--- src/rtl/core/sleep_slot_countdown_timer_top_assert.svh ---
// ----------------------------------------------------------------------------
// Sleep slot countdown timer - assertion macros
// Shared concurrent assertion macros; define ASSERT_OFF to compile them out.
// ----------------------------------------------------------------------------
`ifndef SLEEP_SLOT_COUNTDOWN_TIMER_TOP_ASSERT_SVH
`define SLEEP_SLOT_COUNTDOWN_TIMER_TOP_ASSERT_SVH

`ifndef ASSERT_OFF
// same-cycle implication
`define SSCT_ASSERT_IMP(lbl, clk, rst_n, ante, cons) \
    lbl: assert property (@(posedge clk) disable iff (!rst_n) (ante) |-> (cons)) \
        else $error("assertion failed");
// next-cycle implication
`define SSCT_ASSERT_NEXT(lbl, clk, rst_n, ante, cons) \
    lbl: assert property (@(posedge clk) disable iff (!rst_n) (ante) |=> (cons)) \
        else $error("assertion failed");
`else
`define SSCT_ASSERT_IMP(lbl, clk, rst_n, ante, cons)
`define SSCT_ASSERT_NEXT(lbl, clk, rst_n, ante, cons)
`endif

`endif

--- src/rtl/core/ssct_pkg.sv ---
// ----------------------------------------------------------------------------
// Sleep slot countdown timer - package
// Sizes, codes and the structs shared by the slot cells and the top level.
// ----------------------------------------------------------------------------
package ssct_pkg;

    localparam int NUM_SLOTS = 8;
    localparam int SLOT_W    = (NUM_SLOTS > 1) ? $clog2(NUM_SLOTS) : 1;
    localparam int RES_LIMIT = 8;   // wake results per tick, at most
    localparam int NWAKE_W   = 4;

    localparam logic FUNC_TICK  = 1'b0;
    localparam logic FUNC_SLEEP = 1'b1;

    typedef enum logic [1:0] {
        KIND_WAKE  = 2'd0,
        KIND_SLEEP = 2'd1,
        KIND_YIELD = 2'd2
    } kind_e_t;

    typedef struct packed {
        logic        func;
        logic [15:0] requester_id;
        logic [30:0] sleep_ticks;
    } in_t;

    typedef struct packed {
        logic [1:0]  kind;
        logic [15:0] wake_id;
        logic [2:0]  slot_index;
        logic [31:0] tick_count;
        logic        last;
    } out_t;

    // result raised by a cell, tick count added at the output stage
    typedef struct packed {
        logic        valid;
        kind_e_t     kind;
        logic [15:0] id;
        logic [2:0]  slot;
        logic        last;
    } res_t;

    // request token walking down the row of cells
    typedef struct packed {
        logic               valid;
        logic               func;
        logic [15:0]        id;
        logic [30:0]        ticks;
        logic               taken;
        logic [NWAKE_W-1:0] nwake;
        res_t               res;
    } tok_t;

    // status handed from the high end of the row towards cell 0
    typedef struct packed {
        logic busy;
        logic later_wake;
        res_t res;
    } back_t;

    // slot number as carried in the 3-bit result field (wraps modulo 8)
    function automatic logic [2:0] slot_field(input logic [SLOT_W-1:0] idx);
        logic [SLOT_W+2:0] wide;
        wide = {3'b000, idx};
        return wide[2:0];
    endfunction

endpackage

--- src/rtl/core/sleep_slot_countdown_timer_top.sv ---
// ----------------------------------------------------------------------------
// Sleep slot countdown timer - top level
// Countdown slot table for sleeping requesters, built as a row of slot cells.
// ----------------------------------------------------------------------------
// Each accepted request enters cell 0 as a token and moves one cell per clock
// down the row of NUM_SLOTS slot cells, except while the row holds. The row
// reports busy until the token has left the last cell, so a new request is
// taken only after the previous token is through. The whole row holds while
// a cell holds a raised result and the output register is still full and not
// being drained. A tick increments the 32-bit tick counter on acceptance and
// decrements every busy slot as the token passes it; each slot reaching zero
// raises a wake result in slot order, the last one flagged, at most eight per
// tick. A sleep request claims the lowest free slot it passes; if none is free,
// or the count is zero, the last cell answers with a yield. tick_count in every
// result is the counter after the request. One output register parts the two
// sides; no clearing pass is needed after reset.
`include "sleep_slot_countdown_timer_top_assert.svh"

module sleep_slot_countdown_timer_top
    import ssct_pkg::*;
(
    input  logic clk,
    input  logic rst_n,
    input  logic in_valid,
    output logic in_ready,
    input  in_t  in_data,
    output logic out_valid,
    input  logic out_ready,
    output out_t out_data
);

    tok_t        tok  [0:NUM_SLOTS];
    back_t       back [0:NUM_SLOTS];
    logic        adv;
    logic        accept;
    logic [31:0] ticks_reg, ticks_next;
    logic        out_valid_reg, out_valid_next;
    out_t        out_reg, out_next;

    // idle once no token sits in any cell
    assign in_ready = !back[0].busy;
    assign accept   = in_valid && in_ready;

    // the row holds only when a result is waiting and the output is blocked
    assign adv = !(back[0].res.valid && out_valid_reg && !out_ready);

    always_comb
    begin
        tok[0]       = '0;
        tok[0].valid = accept;
        tok[0].func  = in_data.func;
        tok[0].id    = in_data.requester_id;
        tok[0].ticks = in_data.sleep_ticks;
    end

    assign back[NUM_SLOTS] = '0;

    for (genvar g = 0; g < NUM_SLOTS; g++)
    begin : g_cell
        ssct_cell u_cell (
            .clk      (clk),
            .rst_n    (rst_n),
            .idx      (SLOT_W'(g)),
            .adv      (adv),
            .tok_in   (tok[g]),
            .tok_out  (tok[g+1]),
            .back_in  (back[g+1]),
            .back_out (back[g])
        );
    end

    // tick counter advances as the tick request is taken
    always_comb
    begin
        ticks_next = ticks_reg;
        if (accept && in_data.func == FUNC_TICK)
        begin
            ticks_next = ticks_reg + 32'd1;
        end
    end

    // output register: loaded as the token carrying a result moves on
    always_comb
    begin
        out_valid_next = out_valid_reg;
        out_next       = out_reg;
        if (adv && back[0].res.valid)
        begin
            out_valid_next      = 1'b1;
            out_next.kind       = back[0].res.kind;
            out_next.wake_id    = back[0].res.id;
            out_next.slot_index = back[0].res.slot;
            out_next.tick_count = ticks_reg;
            out_next.last       = back[0].res.last;
        end
        else if (out_ready)
        begin
            out_valid_next = 1'b0;
        end
    end

    always_ff @(posedge clk or negedge rst_n)
    begin
        if (!rst_n)
        begin
            ticks_reg     <= '0;
            out_valid_reg <= 1'b0;
        end
        else
        begin
            ticks_reg     <= ticks_next;
            out_valid_reg <= out_valid_next;
        end
    end

    always_ff @(posedge clk)
    begin
        out_reg <= out_next;
    end

    assign out_valid = out_valid_reg;
    assign out_data  = out_reg;

    `SSCT_ASSERT_IMP(a_idle_no_result, clk, rst_n, in_ready, !back[0].res.valid)
    `SSCT_ASSERT_NEXT(a_tick_advances, clk, rst_n, in_valid && in_ready && in_data.func == FUNC_TICK, ticks_reg == $past(ticks_reg) + 32'd1)
    `SSCT_ASSERT_IMP(a_tail_answers, clk, rst_n, tok[NUM_SLOTS].valid && tok[NUM_SLOTS].func == FUNC_SLEEP && !tok[NUM_SLOTS].taken, tok[NUM_SLOTS].res.valid)
    `SSCT_ASSERT_IMP(a_hold_only_when_full, clk, rst_n, !adv, out_valid_reg)

endmodule

--- src/rtl/core/ssct_cell.sv ---
// ----------------------------------------------------------------------------
// Sleep slot countdown timer - slot cell
// One countdown slot; serves the request token as it passes through.
// ----------------------------------------------------------------------------
`include "sleep_slot_countdown_timer_top_assert.svh"

module ssct_cell
    import ssct_pkg::*;
(
    input  logic              clk,
    input  logic              rst_n,
    input  logic [SLOT_W-1:0] idx,
    input  logic              adv,
    input  tok_t              tok_in,
    output tok_t              tok_out,
    input  back_t             back_in,
    output back_t             back_out
);

    logic [30:0] count_reg, count_next;
    logic [15:0] owner_reg, owner_next;
    tok_t        tok_reg, tok_next;
    logic        tail;

    assign tail = (idx == SLOT_W'(NUM_SLOTS - 1));

    always_comb
    begin
        tok_next   = tok_in;
        tok_next.res = '0;
        count_next = count_reg;
        owner_next = owner_reg;
        if (tok_in.valid)
        begin
            case (tok_in.func)
                FUNC_TICK:
                begin
                    if (count_reg != '0)
                    begin
                        count_next = count_reg - 31'd1;
                        if (count_reg == 31'd1 && tok_in.nwake < NWAKE_W'(RES_LIMIT))
                        begin
                            tok_next.res.valid = 1'b1;
                            tok_next.res.kind  = KIND_WAKE;
                            tok_next.res.id    = owner_reg;
                            tok_next.res.slot  = slot_field(idx);
                            // final wake of this tick: none further down, or limit hit
                            tok_next.res.last  = !back_in.later_wake ||
                                (tok_in.nwake == NWAKE_W'(RES_LIMIT - 1));
                            tok_next.nwake     = tok_in.nwake + NWAKE_W'(1);
                        end
                    end
                end
                FUNC_SLEEP:
                begin
                    if (!tok_in.taken && count_reg == '0 && tok_in.ticks != '0)
                    begin
                        count_next         = tok_in.ticks;
                        owner_next         = tok_in.id;
                        tok_next.taken     = 1'b1;
                        tok_next.res.valid = 1'b1;
                        tok_next.res.kind  = KIND_SLEEP;
                        tok_next.res.id    = tok_in.id;
                        tok_next.res.slot  = slot_field(idx);
                        tok_next.res.last  = 1'b1;
                    end
                    else if (tail && !tok_in.taken)
                    begin
                        // no slot taken anywhere: answer yield
                        tok_next.res.valid = 1'b1;
                        tok_next.res.kind  = KIND_YIELD;
                        tok_next.res.id    = tok_in.id;
                        tok_next.res.slot  = 3'd0;
                        tok_next.res.last  = 1'b1;
                    end
                end
                default:
                begin
                end
            endcase
        end
    end

    always_ff @(posedge clk or negedge rst_n)
    begin
        if (!rst_n)
        begin
            count_reg <= '0;
            tok_reg   <= '0;
        end
        else if (adv)
        begin
            count_reg <= count_next;
            tok_reg   <= tok_next;
        end
    end

    always_ff @(posedge clk)
    begin
        if (adv)
        begin
            owner_reg <= owner_next;
        end
    end

    assign tok_out             = tok_reg;
    assign back_out.busy       = back_in.busy | tok_reg.valid;
    assign back_out.later_wake = back_in.later_wake | (count_reg == 31'd1);
    assign back_out.res        = (tok_reg.valid && tok_reg.res.valid) ? tok_reg.res
                                                                      : back_in.res;

    `SSCT_ASSERT_IMP(a_sleep_holds_count, clk, rst_n, tok_reg.valid && tok_reg.res.valid && tok_reg.res.kind == KIND_SLEEP, count_reg != '0)
    `SSCT_ASSERT_IMP(a_wake_frees_slot, clk, rst_n, tok_reg.valid && tok_reg.res.valid && tok_reg.res.kind == KIND_WAKE, count_reg == '0)
    `SSCT_ASSERT_IMP(a_count_moves_with_token, clk, rst_n, !$stable(count_reg), $past(tok_in.valid && adv))

endmodule

--- config.mk ---
export PLATFORM = sky130hd
export DESIGN_NAME = sleep_slot_countdown_timer_top
export DESIGN_NICKNAME = d
export VERILOG_FILES = /design/src/rtl/core/ssct_pkg.sv /design/src/rtl/core/sleep_slot_countdown_timer_top.sv /design/src/rtl/core/ssct_cell.sv
export VERILOG_INCLUDE_DIRS = /design/src /design/src/rtl/core
export SDC_FILE = /design/constraint.sdc
export NUM_CORES = 2
export LEC_CHECK = 0
export ABC_AREA = 0
export BUFFER_PORTS_ARGS = -buffer_cell sky130_fd_sc_hd__buf_2
export CORE_MARGIN = 2
export CORE_UTILIZATION = 30
export CTS_BUF_LIST = sky130_fd_sc_hd__clkbuf_8
export DETAILED_ROUTE_END_ITERATION = 10
export MAX_ROUTING_LAYER = met4
export PLACE_DENSITY = 0.4
export REMOVE_ABC_BUFFERS = 1
export SETUP_SLACK_MARGIN = 0.2
export SYNTH_ARGS = -nofsm -noshare
export SYNTH_HDL_FRONTEND = slang
export SYNTH_SLANG_ARGS = --single-unit
--- constraint.sdc ---
create_clock -name clk -period 9 [get_ports clk]
set_input_delay 0.9 -clock clk [delete_from_list [all_inputs] [get_ports clk]]
set_output_delay 0.9 -clock clk [all_outputs]
set_load 0.01 [all_outputs]
==> impl_metrics.tcl <==
set metrics [dict create \
    status "complete, no violations" \
    grt_max_degree 204 \
    num_vias 36800 \
    r2r_slack_ns 4.63 \
    cts_inserted_buffers 182 \
    routed_wl_mm 146 \
    drt_pass1_iterations 6 \
    setup_tns_ns 0 \
    htreeDepth 4 \
    arrival_ns 5.16 \
    cp_max_fo 82 \
    largest_register_ffs 522 \
    synth_edf_count 182 \
    cts_tree "done" \
    die-area_um2 156000 \
    synth_top_area_cell "dfrtp_1" \
    grt_pass1_vias 36500 \
    worstMarginPinSlew_ns 1.23 \
    peakVddDrop_mv 0.124 \
    crit_path_start_kind "register" \
    postCtsSetupBuffers 0 \
    setup-violations-final 0 \
    synth-async-reset-ratio_pct 81.5 \
    fp-row-count 143 \
    overflow 0 \
    ys_ff_latch 985 \
    placed_cell_area_um2 48500 \
    ctsLongestPathBuffers 3 \
    relSlewSlack_pct 17.6 \
    wl_per_cell_um 20.4 \
    setup_ws_ns 4.63 \
    initial_utilization_pct 30.2 \
    path_delay_family "compound AO/OA/AOI/OAI gates" \
    drt_iter0_markers 2198 \
    fin_nets 5027 \
    pre_cts_slack_ns 4.58 \
    synth_top_area_share_pct 43.8 \
    ys_seq_area_share_pct 55.7 \
    worstSkewPairLatency_ns 0.91 \
    clk_pin_slew_ns 0.06 \
    syn_area_um2 45900 \
    period_share_pct 48.6 \
    portBuffers 107 \
    antenna_found_initial 4 \
    cp.required_ns 9.78 \
    drc 0 \
    final_cell_area_um2 52300 \
    endpoint "g_cell[3].u_cell.count_reg[23]$_DFFE_PN0P_" \
    drv_cap 0 \
    crit_chain "a22oi_1 > a41o_4 > buf_4 > and3_1 > nor2_1 > buf_4 > o22a_1" \
    cp_common_cell "buf_4" \
    hold_violations 0 \
    p_total_mw 12.6 \
    ys_top_cells_by_count "1,210 x nand2_1, 803 x dfrtp_1, 360 x o21ai_0" \
    die_w_um 395 \
    grt_usage_pct 19.1 \
    clock_sinks 985 \
    io_pins 108 \
    fmax_mhz 229 \
    path_class "reg2reg" \
    rsz0062_at_grt "no" \
    synth_area_leaders "dfrtp_1 44%, edfxtp_1 12%, nand2_1 9.9%" \
    rr_endpoint "g_cell[3].u_cell.count_reg[23]$_DFFE_PN0P_" \
    drv_slew 0 \
    timing.hold.ws_ns 0.206 \
    cpPeakStageDelay_ns 0.91 \
    synth_ff_type "dfrtp_1" \
    ys_warn_count 0 \
    grt_pass1_wl_mm 229 \
    startpoint "g_cell[1].u_cell.tok_out[76]$_DFFE_PN0N_" \
    reg2reg_depth 7 \
    cellPowerDensity_nw_per_um2 241 \
    drtAntennaViolNets 0 \
    drive_above_1_share_pct 10.2 \
    path_depth 7 \
    syn_area_per_cell_um2 9.39 \
    p_leak_nw 22.8 \
    fin_skew_ns 0.0698 \
    area_growth_pct 14.1 \
    hpwl_mm 93.8 \
    hp-class "in2reg" \
    worst_r2r_startpoint "g_cell[1].u_cell.tok_out[76]$_DFFE_PN0N_" \
    ys_types 90 \
    synth.most_common_cell "nand2_1" \
    syn_inst 4885 \
    min_period_ns 4.37 \
    die_y_um 395 \
    core_area_um2 152000 \
    crit_buf_inv 2 \
    cts_resized 0 \
    cts-root-buf "clkbuf_8" \
    via_per_inst 5.15 \
    place_congestion 0.802 \
    crit_path_end_kind "register" \
    critPathSlowestCell "and3_1" \
]
==> final cells by class <==
| class | instances | area [µm²] |
|---|---|---|
| multi-input combinational | 3491 | 18800 |
| clock buffer | 227 | 3120 |
| timing repair buffer | 183 | 1180 |
| inverter | 104 | 390 |
| clock inverter | 114 | 717 |
| fill | 15800 | 99600 |
| tap | 2030 | 2540 |
| antenna | 4 | 10.0 |
| sequential | 985 | 25600 |
==> routing by layer <==
metal	wire length [µm]	part of all wire, %	global-route usage [%]
met5	0	0	-
met4	3080	2.1	5.11
met3	5990	4.1	3.30
met2	66100	45	28.6
met1	70600	48	26.5
==> metrics by stage <==
stage          instances  utilization, %
2_1_floorplan       4580               -
3_3_place_gp        6792            31.9
3_5_place_dp        6792            31.9
4_1_cts             7134            34.4
5_1_grt             7138            34.4
6_report            7138            34.4
==> worst register-to-register path: cells and delay by family, from the launching register on <==
family                 cells  cell delay, ns
AOI/OAI and AO/OA          3            1.69
DFF                        1            0.48
and+or+nand+nor            2            1.04
buffers and inverters      2            1.06
==> cells in the final DEF, fill, tap and decap left out, types with 29 or more instances in the layout <==
cell type | Yosys | final
nor2_1 | 322 | 320
a22o_1 | 32 | 32
or4_1 | 29 | 29
mux2i_1 | 42 | 42
o22ai_1 | 50 | 50
edfxtp_1 | 182 | 182
nand3_1 | 144 | 144
a22oi_1 | 71 | 71
buf_4 | 4 | 70
a21oi_1 | 196 | 196
nand4_1 | 55 | 55
o22a_1 | 38 | 38
inv_1 | 102 | 170
buf_2 | 28 | 106
o31ai_1 | 39 | 39
o2bb2ai_1 | 44 | 44
o21ai_0 | 360 | 360
a32oi_1 | 29 | 29
a31oi_1 | 44 | 44
nor4_1 | 140 | 140
dfrtp_1 | 803 | 798
clkbuf_8 | 0 | 227
a21o_1 | 47 | 47
nand2_1 | 1210 | 1210
nor3_1 | 159 | 158
a222oi_1 | 32 | 32
==> cell families after synthesis <==
kind of cell    Yosys count  synth area share [%]
simple gates           2240                  22.1
compound gates         1139                  16.2
flops                   985                  55.7
buf+inv                 409                  3.47
mux                      47                  1.05
xor+xnor                 37                 0.707
fa+ha+maj                28                 0.764
==> worst min path at each step <==
stage	cells after the start	start	end	slack [ns]
3_3_place_gp	0	g_cell[1].u_cell.tok_out[72]$_DFFE_PN0N_	g_cell[2].u_cell.owner_reg[13]$_DFFE_PP_	0.43
2_1_floorplan	0	g_cell[1].u_cell.tok_out[59]$_DFFE_PN0N_	g_cell[2].u_cell.owner_reg[0]$_DFFE_PP_	0.42
3_5_place_dp	0	g_cell[1].u_cell.tok_out[59]$_DFFE_PN0N_	g_cell[2].u_cell.owner_reg[0]$_DFFE_PP_	0.43
4_1_cts	1	in_data[38]	g_cell[0].u_cell.owner_reg[7]$_DFFE_PP_	0.09
5_1_grt	1	in_data[38]	g_cell[0].u_cell.owner_reg[7]$_DFFE_PP_	0.11
6_report	1	in_data[38]	g_cell[0].u_cell.owner_reg[7]$_DFFE_PP_	0.21
==> where the power goes <==
part | total [mW] | internal (mW) | leakage, nW | switching [mW]
Sequential | 5.99 | 5.19 | 11.6 | 0.807
Clock | 4.51 | 2.42 | 2.24 | 2.09
Combinational | 2.13 | 0.827 | 8.93 | 1.30
Total | 12.6 | 8.43 | 22.8 | 4.19
==> repair_timing <==
item,in CTS,in global routing
hold endpoints to repair,19,0
hold buffers,1,0
endpoints found under the setup margin,0,0
Note: power is estimated with default switching activity, not from simulation.
